[src/rtl/vfkd_pkg.sv]
`timescale 1ns / 1ps

package vfkd_pkg;

  localparam int unsigned ValueW  = 64;
  localparam int unsigned PosW    = 4;
  localparam int unsigned FieldW  = 29;
  localparam int unsigned KindW   = 3;
  localparam int unsigned InDataW = 8;
  // value + bytes_used + field_number + wire_kind + status, padded to bytes
  localparam int unsigned OutDataW = 104;

  localparam logic [PosW-1:0] LastPos   = 4'd9;
  localparam logic [7:0]      TenthMax  = 8'h01;
  localparam logic [6:0]      PayloadMask = 7'h7F;

  typedef enum logic [1:0] {
    StOk       = 2'd0,
    StTrunc    = 2'd1,
    StOverflow = 2'd2,
    StBadKey   = 2'd3
  } status_e;

  // wire types accepted as a valid key
  localparam logic [KindW-1:0] WtVarint = 3'd0;
  localparam logic [KindW-1:0] WtFix64  = 3'd1;
  localparam logic [KindW-1:0] WtLenDel = 3'd2;
  localparam logic [KindW-1:0] WtFix32  = 3'd5;

  typedef struct packed {
    logic [ValueW-1:0] value;
    logic [PosW-1:0]   used;
    logic [FieldW-1:0] field;
    logic [KindW-1:0]  kind;
    status_e           status;
  } result_t;

  typedef struct packed {
    logic              emit;
    logic [ValueW-1:0] acc_next;
    logic [PosW-1:0]   pos_next;
    result_t           res;
  } step_t;

endpackage

[src/rtl/vfkd_step.sv]
`timescale 1ns / 1ps

// One byte of varint decode: merge payload, detect end / errors, split key.
module vfkd_step (
  input  logic [vfkd_pkg::ValueW-1:0] acc_i,
  input  logic [vfkd_pkg::PosW-1:0]   pos_i,
  input  logic [7:0]                  byte_i,
  input  logic                        last_i,
  input  logic                        key_mode_i,
  output vfkd_pkg::step_t             step_o
);
  import vfkd_pkg::*;

  logic [ValueW-1:0] payload_sh;
  logic [ValueW-1:0] merged;
  logic [PosW-1:0]   used;
  logic              kind_ok;
  logic              key_bad;

  // payload shifted to bit 7*pos; pos never passes LastPos
  always_comb begin
    payload_sh = '0;
    case (pos_i)
      4'd0:    payload_sh[6:0]   = byte_i[6:0] & PayloadMask;
      4'd1:    payload_sh[13:7]  = byte_i[6:0];
      4'd2:    payload_sh[20:14] = byte_i[6:0];
      4'd3:    payload_sh[27:21] = byte_i[6:0];
      4'd4:    payload_sh[34:28] = byte_i[6:0];
      4'd5:    payload_sh[41:35] = byte_i[6:0];
      4'd6:    payload_sh[48:42] = byte_i[6:0];
      4'd7:    payload_sh[55:49] = byte_i[6:0];
      4'd8:    payload_sh[62:56] = byte_i[6:0];
      default: payload_sh[63]    = byte_i[0];
    endcase
  end

  assign merged = acc_i | payload_sh;
  assign used   = pos_i + 4'd1;

  always_comb begin
    case (merged[KindW-1:0])
      WtVarint, WtFix64, WtLenDel, WtFix32: kind_ok = 1'b1;
      default:                              kind_ok = 1'b0;
    endcase
  end

  // field = value >> 3: zero, or above 2^29-1 when any of bits 63:32 is set
  assign key_bad = !kind_ok || (merged[31:3] == '0) || (merged[63:32] != '0);

  always_comb begin
    step_o            = '0;
    step_o.res.used   = used;
    step_o.res.status = StOk;
    if ((pos_i == LastPos) && (byte_i > TenthMax)) begin
      step_o.emit       = 1'b1;
      step_o.res.status = StOverflow;
    end else if (byte_i[7]) begin
      if (last_i) begin
        step_o.emit       = 1'b1;
        step_o.res.status = StTrunc;
      end else begin
        step_o.acc_next = merged;
        step_o.pos_next = used;
      end
    end else begin
      step_o.emit = 1'b1;
      if (key_mode_i && key_bad) begin
        step_o.res.status = StBadKey;
      end else begin
        step_o.res.value = merged;
        if (key_mode_i) begin
          step_o.res.field = merged[31:3];
          step_o.res.kind  = merged[KindW-1:0];
        end
      end
    end
  end

endmodule

[src/rtl/varint_field_key_decoder.sv]
`timescale 1ns / 1ps

// Base-128 varint decoder, one wire byte per item on the slave side, taking
// one byte every clock unless a held result stalls input. Each byte is
// decoded in the cycle it is accepted: the byte merges into the running
// accumulator, and a byte with a clear top bit (or an error) loads the result
// register, which shows the result on the master side the next cycle. A new
// byte is taken while a result waits as long as the result register is being
// drained; only a held result blocks input. tlast on a byte means no more
// bytes follow; a continuation byte with tlast ends the varint as truncated.
// A tenth byte above 0x01 is overflow. With key_mode set, the finished value
// is also split into field number (value >> 3) and wire type (value & 7), and
// bad keys report status 3. The user must write key_mode through cfg_we_i /
// cfg_wdata_i while idle only; the block itself does not enforce it.
module varint_field_key_decoder (
  input  logic                          clk_i,
  input  logic                          rst_ni,
  // configuration: key_mode
  input  logic                          cfg_we_i,
  input  logic                          cfg_wdata_i,
  // byte input
  input  logic                          s_axis_tvalid,
  output logic                          s_axis_tready,
  input  logic [vfkd_pkg::InDataW-1:0]  s_axis_tdata,  // [7:0] wire_byte
  input  logic                          s_axis_tlast,  // final_available
  // result output
  output logic                          m_axis_tvalid,
  input  logic                          m_axis_tready,
  // [63:0] varint_value, [67:64] bytes_used, [96:68] field_number,
  // [99:97] wire_kind, [101:100] status, [103:102] zero
  output logic [vfkd_pkg::OutDataW-1:0] m_axis_tdata
);
  import vfkd_pkg::*;

  logic              key_mode_q;
  logic [ValueW-1:0] acc_q, acc_d;
  logic [PosW-1:0]   pos_q, pos_d;
  logic              out_valid_q, out_valid_d;
  result_t           res_q;
  step_t             step;
  logic              in_fire;

  vfkd_step u_step (
    .acc_i      (acc_q),
    .pos_i      (pos_q),
    .byte_i     (s_axis_tdata),
    .last_i     (s_axis_tlast),
    .key_mode_i (key_mode_q),
    .step_o     (step)
  );

  // input may enter whenever the result register is empty or draining
  assign s_axis_tready = !out_valid_q || m_axis_tready;
  assign in_fire       = s_axis_tvalid && s_axis_tready;

  always_comb begin
    acc_d       = acc_q;
    pos_d       = pos_q;
    out_valid_d = out_valid_q && !m_axis_tready;
    if (in_fire) begin
      acc_d = step.acc_next;
      pos_d = step.pos_next;
      if (step.emit) begin
        out_valid_d = 1'b1;
      end
    end
  end

  always_ff @(posedge clk_i or negedge rst_ni) begin
    if (!rst_ni) begin
      key_mode_q  <= 1'b0;
      acc_q       <= '0;
      pos_q       <= '0;
      out_valid_q <= 1'b0;
    end else begin
      if (cfg_we_i) begin
        key_mode_q <= cfg_wdata_i;
      end
      acc_q       <= acc_d;
      pos_q       <= pos_d;
      out_valid_q <= out_valid_d;
    end
  end

  // result payload, loaded only on a closing byte
  always_ff @(posedge clk_i) begin
    if (in_fire && step.emit) begin
      res_q <= step.res;
    end
  end

  assign m_axis_tvalid = out_valid_q;
  assign m_axis_tdata  = {2'b00, res_q.status, res_q.kind, res_q.field,
                          res_q.used, res_q.value};

  // byte position stays within a ten byte varint
  assert property (@(posedge clk_i) disable iff (!rst_ni) pos_q <= LastPos)
    else $error("byte position past tenth byte");

  // a closing byte restarts the varint
  assert property (@(posedge clk_i) disable iff (!rst_ni)
    (in_fire && step.emit) |=> (pos_q == '0) && (acc_q == '0))
    else $error("state not cleared after result");

  // error results carry zero value and key fields
  assert property (@(posedge clk_i) disable iff (!rst_ni)
    (out_valid_q && (res_q.status != StOk)) |->
      ((res_q.value == '0) && (res_q.field == '0) && (res_q.kind == '0)))
    else $error("nonzero payload on error result");

  // a held result blocks input
  assert property (@(posedge clk_i) disable iff (!rst_ni)
    !s_axis_tready |-> (out_valid_q && !m_axis_tready))
    else $error("input stalled without a held result");

endmodule
[config.mk]
export PLATFORM = sky130hd
export DESIGN_NAME = varint_field_key_decoder
export DESIGN_NICKNAME = d
export VERILOG_FILES = /design/src/rtl/vfkd_pkg.sv /design/src/rtl/vfkd_step.sv /design/src/rtl/varint_field_key_decoder.sv
export SDC_FILE = /design/constraint.sdc
export NUM_CORES = 1
export LEC_CHECK = 0
export ABC_AREA = 1
export BUFFER_PORTS_ARGS = -buffer_cell sky130_fd_sc_hd__buf_2
export CELL_PAD_IN_SITES_DETAIL_PLACEMENT = 0
export CELL_PAD_IN_SITES_GLOBAL_PLACEMENT = 1
export CORE_UTILIZATION = 23
export DETAILED_ROUTE_END_ITERATION = 7
export PLACE_DENSITY_LB_ADDON = 0.1
export SLEW_MARGIN = 25
export SYNTH_ARGS = -nofsm -noshare
export SYNTH_HDL_FRONTEND = slang
export SYNTH_SLANG_ARGS = --single-unit
export TNS_END_PERCENT = 10
[constraint.sdc]
create_clock -name clk_i -period 12.5 [get_ports clk_i]
set_input_delay 2.5 -clock clk_i [delete_from_list [all_inputs] [get_ports clk_i]]
set_output_delay 2.5 -clock clk_i [all_outputs]
set_load 0.02 [all_outputs]
==> results of run 1 <==
report_power, final:
group | leakage [nW] | total, W | switching, W | internal, W
combinational | 1.68 | 0.000194 | 0.000150 | 0.0000441
clock | 0.301 | 0.000575 | 0.000253 | 0.000322
sequential | 1.96 | 0.000648 | 0.00000980 | 0.000638
worst min path at each step:
stage | startpoint | to | slack, ns
6_report | acc_q[20] | acc_q[20] | 0.50
3_3_place_gp | acc_q[27] | acc_q[27] | 0.48
2_1_floorplan | acc_q[10] | acc_q[10] | 0.47
5_1_grt | acc_q[27] | acc_q[27] | 0.52
3_5_place_dp | acc_q[27] | acc_q[27] | 0.49
4_1_cts | acc_q[20] | acc_q[20] | 0.51
flip-flops by register name (all words and copies together) (netlist names):
name           flops
m_axis_tdata     102
key_mode_q         1
m_axis_tvalid      1
acc_q             64
pos_q              4
synth_stat cells, drive strengths merged, types with 2 or more instances:
cell type / number
a21oi: 50
inv: 141
ha: 4
nor2: 151
buf: 22
nand3: 78
clkbuf: 21
dfrtp: 70
xor2: 2
o21ai: 26
o21bai: 14
nand4: 18
a31oi: 14
edfxtp: 102
nand2: 72
through the flow:
| step | cells | cell area [um^2] | util [%] | hold WS (ns) | power [W] |
|---|---|---|---|---|---|
| 2_1_floorplan | 788 | 7730 | - | 0.472 | 0.000791 |
| 3_3_place_gp | 1308 | 8630 | 26.3 | 0.483 | 0.000860 |
| 3_5_place_dp | 1309 | 8650 | 26.4 | 0.492 | 0.000860 |
| 4_1_cts | 1341 | 9260 | 28.2 | 0.508 | 0.00144 |
| 5_1_grt | 1341 | 9260 | 28.2 | 0.521 | 0.00148 |
| 6_report | 1341 | 9260 | 28.2 | 0.504 | 0.00142 |
cell type report:
type / count / area, um^2
inverter: 141 / 534
sequential: 172 / 4810
tap: 442 / 553
fill: 3571 / 23500
multi-input combinational: 432 / 2110
timing repair buffer: 122 / 633
clock buffer: 19 / 433
clock inverter: 13 / 179
cells in the final DEF (no fill, tap or decap), types with 3 or more instances in the layout:
cell type	count
nand2_1	71
buf_2	118
o21ai_0	26
nor2_1	120
inv_1	138
inv_6	6
edfxtp_1	102
o21bai_1	14
bufinv_16	3
nor2_2	30
a31oi_1	14
nand3_1	75
clkbuf_16	17
a21oi_1	50
nand4_1	18
dfrtp_1	70
buf_4	3
ha_1	4
routing by layer:
metal	vias up	GRT usage (%)
li1	2737	-
met1	2803	20.4
met2	133	23.9
met3	15	2.52
met4	0	3.50
met5	-	0
kinds of logic after synthesis:
group / after synthesis
AND/OR/NAND/NOR: 319
buffers and inverters: 184
flip-flops: 172
AO/OA/AOI/OAI: 105
adder cells (fa/ha/maj): 4
XOR/XNOR: 2
other: 1
worst min-delay path: stages (launching register included):
cell	delay [ns]
dfrtp_1	0.34
a31oi_1	0.04
nor2_1	0.08
==> out/summary.txt, run 1 <==
Post-synth top area share = 39.7%
Vias in the first global route = 5828
Post-CTS Setup Bufs = 0
Die Wd = 185 um
Status = complete, no violations
Crit path max-delay family = buffers and inverters
Final period util = 43.0%
Crit path depth = 4
TritonRoute pass-1 iters = 5
Syn Area/Cell = 9.81 um^2
Reg-to-reg critical path startpoint = pos_q[0]
Compound-Gate Fraction of Synth Area = 7.53%
Chip Height = 185 um
RSZ-0062 raised after global routing = no
Core area = 0.0328 mm^2
CTS tree = done
Worst path bufs/invs = 3
Vias per cell = 4.24
Seq/Total Area, Yosys = 62.3%
H-tree depth = 4
# clock sinks = 172
Max stage delay on crit path = 0.17 ns
Setup violations, final = 0
Root buffer cell = clkbuf_16
Post-CTS Resized = 0
Hold Crit Class = flip-flop to flip-flop
Crit path DAT = 2.88 ns
Die area = 0.0343 mm^2
Setup crit end = s_axis_tready
Initial DRC count = 372
Crit path kind = input port to output port
CP Max Fanout = 3
Largest family of logic cells by synthesized area = simple AND/OR/NAND/NOR gates
Cts bufs inserted = 17
Min setup slack post-route = 7.12 ns
Largest net degree at the start of global routing = 102
EDFF count, synth = 102
Post-synth top area cell = edfxtp_1
CTS Hold Bufs = 0
Final #Nets = 905
Mapped cell area = 0.00772 mm^2
WL met2 = 11700 um
Least-Margin Pin Slew = 0.966 ns
R2R setup slack = 8.57 ns
Final GP Congestion = 0.746
IO Port Bufs = 118
Max Buffers Root-to-Sink = 2
Ys async rst share = 40.7%
Row cnt = 66
Worst path slowest cell = buf_2
Yosys reg bits = 172
Area contributors post-synth = edfxtp_1 40%, dfrtp_1 23%, inv_1 6.7%
Synth Area in Adders = 0.648%
CP Capture Type = output port
Max-slew headroom = 35.6%
Peak supply drop = 92.0 uV
Initial antenna violation count = 0
Mux cell area share after synthesis = 0%
Layout cells sized above 1 = 21.1%
DR WL met3 = 904 um
Area growth from synthesis to layout = 19.9%
Fmax = 186 MHz
Setup TNS = 0 ns
Final hold viol count = 0
Post-synth cell types = 26
Minimum clock period = 5.38 ns
Antenna cells = 0
CP Cell Sequence = buf_2 -> inv_1 -> nand2_1 -> buf_2
Final WL = 24600 um
Max-slew violation count = 0
Worst setup path startpoint = m_axis_tready
Post-DRT Antenna Nets = 0
Cells on Worst Hold Path = 2
Grt ovf = 0
Post-synthesis simple-gate area fraction = 18.9%
First-pass GRT wire length = 36900 um
Top sig layer = met4
Crit start category = input port
Post-Synthesis Cells = 787
Synth warn = 0
Met1 wire length = 11700 um
Cell seen most often among critical-path stages = buf_2
Ports = 121
Avg WL per Cell = 18.3 um
Pleak = 3.94 nW
Worst-Skew Late Latency = 0.44 ns
Clock transition at path regs = 0.07 ns
Post-Synth XOR/XNOR Area = 0.227%
Power Density = 153 mW/mm^2
Routed vias = 5688
Pre-CTS setup slack = 6.70 ns
Initial Utilization = 23.6%
Dpl hpwl = 15900 um
Remaining DRCs = 0
Synth Flop Type = edfxtp_1
Critical path required time = 10.00 ns
Reg2reg path depth = 13
Worst flop-to-flop path endpoint = m_axis_tdata[26]
GRT Util Overall = 14.8%
Skew final = 0.0235 ns
Max_cap viols = 0
Note: power is estimated with default switching activity, not from simulation.
==> inputs of run 2 (changes only) <==
ABC_AREA = 0   (was 1)
clock period = 4.8 ns   (was 12.5 ns; I/O delays follow)
==> out/summary.txt, run 2 <==
Seq/Total Area, Yosys = 63.7%
Final hold viol count = 0
Max_cap viols = 0
Final WL = 24400 um
Worst flop-to-flop path endpoint = m_axis_tdata[58]
Setup violations, final = 0
R2R setup slack = 0.96 ns
Post-CTS Setup Bufs = 0
Max-slew headroom = 46.3%
Setup TNS = 0 ns
# clock sinks = 172
Area growth from synthesis to layout = 19.0%
Worst path bufs/invs = 3
Number of fill cells in the layout = 3411
Ports = 121
Row cnt = 66
Most common cell in the synthesized netlist = nor2_1
Layout cells sized above 1 = 25.9%
Area contributors post-synth = edfxtp_1 41%, dfrtp_1 23%, a21oi_1 7.6%
EDFF count, synth = 102
Most common cell after layout, fill and taps aside = buf_2
Initial antenna violation count = 0
Final GP Congestion = 0.772
Final period util = 80.0%
Post-synth top area share = 40.5%
Max stage delay on crit path = 0.64 ns
Max FFs per register = 102
Crit path kind = flip-flop to flip-flop
Cts bufs inserted = 17
Crit path DAT = 3.99 ns
Grt ovf = 0
Power Density = 399 mW/mm^2
Die area = 0.0336 mm^2
Post-CTS Resized = 0
Mapped cell area = 0.00756 mm^2
CTS Hold Bufs = 0
Initial DRC count = 290
Post-synth top area cell = edfxtp_1
TritonRoute pass-1 iters = 4
Most frequent cells in the layout = 117 x buf_2, 115 x nor2_1, 115 x a21oi_1
Ys async rst share = 40.7%
Critical path required time = 4.95 ns
Status = complete, no violations
Worst-Skew Late Latency = 0.44 ns
Hold Crit Class = input port to asynchronous set/reset pin
Core area = 0.0325 mm^2
Fmax = 260 MHz
Worst path slowest cell = a2111oi_0
Yosys reg bits = 172
Post-DRT Antenna Nets = 0
Avg WL per Cell = 20.3 um
Routed vias = 5507
Remaining DRCs = 0
Post-route core utilization = 27.7%
IO Port Bufs = 118
RSZ-0062 raised after global routing = no
CP Capture Type = flip-flop
Max-slew violation count = 0
Largest net degree at the start of global routing = 103
Crit start category = flip-flop
Clock transition at path regs = 0.08 ns
Post-synth cell types = 50
Synth warn = 0
H-tree depth = 4
Vias per cell = 4.59
Die Wd = 183 um
First-pass GRT wire length = 36500 um
Antenna cells = 0
Synth cell count leaders = 116 x nor2_1, 115 x a21oi_1, 102 x edfxtp_1, 70 x dfrtp_1, 56 x nor3_1
Reg-to-reg critical path startpoint = pos_q[1]
Skew final = 0.0202 ns
Least-Margin Pin Slew = 0.806 ns
Peak supply drop = 220 uV
Initial Utilization = 23.3%
CP Cell Sequence = inv_1 -> ha_1 -> nor3b_1 -> buf_4 -> a2111oi_0 -> nand4_1 -> or4_4 -> a31oi_4 -> buf_4 -> nor3_1
Minimum clock period = 3.84 ns
Synth Flop Type = edfxtp_1
Cell seen most often among critical-path stages = buf_4
Vias in the first global route = 5780
Chip Height = 183 um
CP Max Fanout = 35
CTS tree = done
Reg2reg path depth = 10
Root buffer cell = clkbuf_16
Syn Area/Cell = 11.5 um^2
Post-Synthesis Cells = 655
Pleak = 3.54 nW
Crit path max-delay family = simple AND/OR/NAND/NOR gates
GRT Util Overall = 14.9%
Max Buffers Root-to-Sink = 2
Dpl hpwl = 15600 um
Final #Nets = 763
## run 2: cell types whose count changed in the layout (fill, tap and decap cells not counted), moves of 11 or more
| cell | delta |
|---|---|
| a21oi_1 | +65 |
| buf_4 | +12 |
| inv_1 | -131 |
| nand2_1 | -62 |
| nand3_1 | -71 |
| nand4_1 | -11 |
| nor2_2 | -30 |
| nor3_1 | +56 |
| nor3_2 | +11 |
| o21ai_0 | -19 |
| o21bai_1 | -14 |
## run 2: cell families after synthesis
logic type	synth area share (%)
AO/OA/AOI/OAI	11.8
XOR/XNOR	0.232
adder cells (fa/ha/maj)	0.662
flip-flops	63.7
buffers and inverters	6.29
other	0.0496
multiplexers	0.149
AND/OR/NAND/NOR	17.2
## run 2: worst max path at each step
stage	slack [ns]	startpoint	cells past startpoint	end
floorplan	0.04	pos_q[2]	7	m_axis_tdata[0]
global placement	0.72	s_axis_tdata[5]	8	m_axis_tdata[2]
detailed placement	0.64	s_axis_tdata[5]	8	m_axis_tdata[58]
CTS	0.86	pos_q[1]	10	m_axis_tdata[58]
global route	0.73	pos_q[1]	10	m_axis_tdata[58]
finish	0.96	pos_q[1]	10	m_axis_tdata[58]
## run 2: area by class of cell
| class | instances | area (um^2) | area share [%] |
|---|---|---|---|
| inverter | 7 | 26.3 | 0.292 |
| timing repair buffer | 135 | 758 | 8.42 |
| clock buffer | 19 | 433 | 4.81 |
| clock inverter | 13 | 133 | 1.47 |
| tap | 442 | 553 | 6.14 |
| sequential | 172 | 4810 | 53.5 |
| multi-input combinational | 411 | 2280 | 25.4 |
## run 2: metal layers
metal | vias to the layer above | routed length (um) | track usage, %
li1 | 2564 | - | -
met1 | 2761 | 11000 | 19.7
met2 | 154 | 11800 | 24.4
met3 | 28 | 1160 | 2.76
met4 | 0 | 412 | 4.83
met5 | - | 0 | 0
## run 2: power breakdown
group	switching [W]	total, W	internal [W]
registers	0.0000364	0.00170	0.00166
logic	0.000388	0.000524	0.000136
clock network	0.000644	0.00137	0.000727
total	0.00107	0.00359	0.00252
## run 2: worst reg2reg max path, delay by kind of cell (launching register included)
kind | cells | cell delay, ns
DFF | 1 | 0.40
adders and majority gates | 1 | 0.38
buffers and inverters | 3 | 0.74
AOI/OAI and AO/OA | 2 | 0.85
and+or+nand+nor | 4 | 1.19
## run 2: per-stage QoR
stage          total power [W]  hold WS, ns  worst slack, ns  instances  instance area, um^2
3_3_place_gp           0.00226        0.479            0.723       1167                 8430
5_1_grt                0.00374        0.526            0.727       1199                 9000
4_1_cts                0.00365        0.503            0.858       1199                 9000
2_1_floorplan          0.00208        0.463           0.0443        656                 7570
6_report               0.00359        0.495            0.961       1199                 9000
3_5_place_dp           0.00226        0.486            0.643       1167                 8430
==> inputs of run 3 (changes only) <==
clock period = 3.2 ns   (was 4.8 ns; I/O delays follow)
==> out/summary.txt, run 3 (synthesis gave the netlist of run 2 again) <==
Status = complete, no violations
Core area = 0.0325 mm^2
H-tree depth = 4
Vias per cell = 4.63
Grt ovf = 0
Routed vias = 5768
Peak supply drop = 385 uV
Worst setup path startpoint = pos_q[1]
Cts bufs inserted = 17
Skew final = 0.0127 ns
TritonRoute pass-1 iters = 5
Number of fill cells in the layout = 3392
Placed instance area = 0.00881 mm^2
Minimum clock period = 3.10 ns
Ports = 121
Root buffer cell = clkbuf_16
Crit path max-delay family = simple AND/OR/NAND/NOR gates
Worst path bufs/invs = 4
Multi-input gate area = 0.00237 mm^2
Crit start category = flip-flop
Avg WL per Cell = 20.2 um
Crit path kind = flip-flop to flip-flop
Layout cells sized above 1 = 31.8%
Crit path DAT = 3.27 ns
Register area = 0.00482 mm^2
Initial Utilization = 23.3%
Worst path slowest cell = or4_4
CP Capture Type = flip-flop
Worst-Skew Late Latency = 0.44 ns
Max-slew violation count = 0
Cell seen most often among critical-path stages = buf_12
CTS tree = done
Final GP Congestion = 0.857
Critical path required time = 3.37 ns
CP Max Fanout = 25
Layout Cells excl Fill = 1246
Final period util = 96.8%
Max Buffers Root-to-Sink = 2
Fin area = 0.00950 mm^2
Remaining DRCs = 0
Most frequent cells in the layout = 118 x buf_2, 115 x nor2_1, 114 x a21oi_1
# clock sinks = 172
Max_cap viols = 0
Row cnt = 66
Clock transition at path regs = 0.07 ns
Power Density = 569 mW/mm^2
Area growth from synthesis to layout = 25.6%
Chip Height = 183 um
Post-DRT Antenna Nets = 0
Final #Nets = 810
GRT Util Overall = 15.3%
Dpl hpwl = 17500 um
Pleak = 3.80 nW
IO Port Bufs = 118
Setup TNS = 0 ns
Initial antenna violation count = 0
Vias in the first global route = 5974
Max-slew headroom = 43.7%
Fmax = 323 MHz
Hold Crit Class = input port to asynchronous set/reset pin
Max stage delay on crit path = 0.60 ns
Final WL = 25200 um
Antenna cells = 0
Final hold viol count = 0
CP Cell Sequence = inv_1 -> ha_2 -> and4bb_2 -> a2111oi_2 -> buf_4 -> nand4_1 -> or4_4 -> a31oi_4 -> buf_12 -> buf_12 -> nor3_1
Initial DRC count = 300
Least-Margin Pin Slew = 0.843 ns
Max FFs per register = 102
Setup violations, final = 0
RSZ-0062 raised after global routing = yes
Placed insts = 1209
Die Wd = 183 um
First-pass GRT wire length = 37800 um
Die area = 0.0336 mm^2
Power Total = 0.00540 W
Most common cell after layout, fill and taps aside = buf_2
Reg-to-reg critical path startpoint = pos_q[1]
CTS Hold Bufs = 0
Largest net degree at the start of global routing = 59
==> run 3: changes by cell type in the layout (fill, tap and decap cells not counted), sizes merged <==
cell | before | now
buf | 135 | 181
bufinv | 1 | 0
clkinv | 4 | 6
clkinvlp | 4 | 6
inv | 11 | 9
==> run 3: layout make-up <==
type / count / area share (%)
sequential: 172 / 50.7
tap: 442 / 5.82
multi-input combinational: 411 / 24.9
clock inverter: 14 / 1.04
inverter: 7 / 0.277
clock buffer: 18 / 4.52
timing repair buffer: 182 / 12.7
==> run 3: worst register-to-register path: stages, from the launching register on <==
cell and delay, ns:
dfrtp_1 0.41, inv_1 0.11, ha_2 0.24, and4bb_2 0.27, a2111oi_2 0.33, buf_4 0.17, nand4_1 0.08, or4_4 0.60
a31oi_4 0.22, buf_12 0.15, buf_12 0.17, nor3_1 0.09
==> run 3: final timing paths <==
check / end / slack [ns] / cells after the start
hold / removal: acc_q[47] / 0.19 / 1
max in group asynchronous: pos_q[2] / 2.33 / 2
setup / recovery: m_axis_tdata[15] / 0.10 / 11
min in group clk_i: key_mode_q / 0.38 / 2
setup reg to reg: m_axis_tdata[15] / 0.10 / 11
hold reg to reg: acc_q[40] / 0.50 / 2
==> run 3: power breakdown <==
| group | switching [W] | internal [W] | total, W |
|---|---|---|---|
| clock network | 0.000921 | 0.000990 | 0.00191 |
| logic | 0.000622 | 0.000316 | 0.000938 |
| registers | 0.0000631 | 0.00249 | 0.00255 |
| total | 0.00161 | 0.00380 | 0.00540 |
==> run 3: repair_timing <==
action                                 in CTS  in global routing
endpoints found under the hold margin       0                  0
pin swaps                                   1                  3
gates resized for setup                     7                 17
buffers inserted                            0                  4
gates cloned                                0                  1
setup endpoints to repair                  96                 95
==> run 3: per-layer routing <==
layer,up-vias,global-route usage (%),part of all wire [%],wire [um]
met5,-,0,0,0
met4,0,6.03,2.7,687
met1,2910,19.4,44,11100
li1,2651,-,-,-
met2,173,25.4,48,12100
met3,34,3.18,4.9,1230
==> run 3: through the flow <==
stage                     utilization (%)  setup slack (ns)  hold WS, ns
final                                29.3             0.101        0.187
after global routing                 29.3           -0.0387        0.205
after global placement               27.1            -0.336        0.479
after CTS                            28.9            0.0345        0.179
after detailed placement             27.1            -0.368        0.483
after floorplan                         -            0.0665        0.344
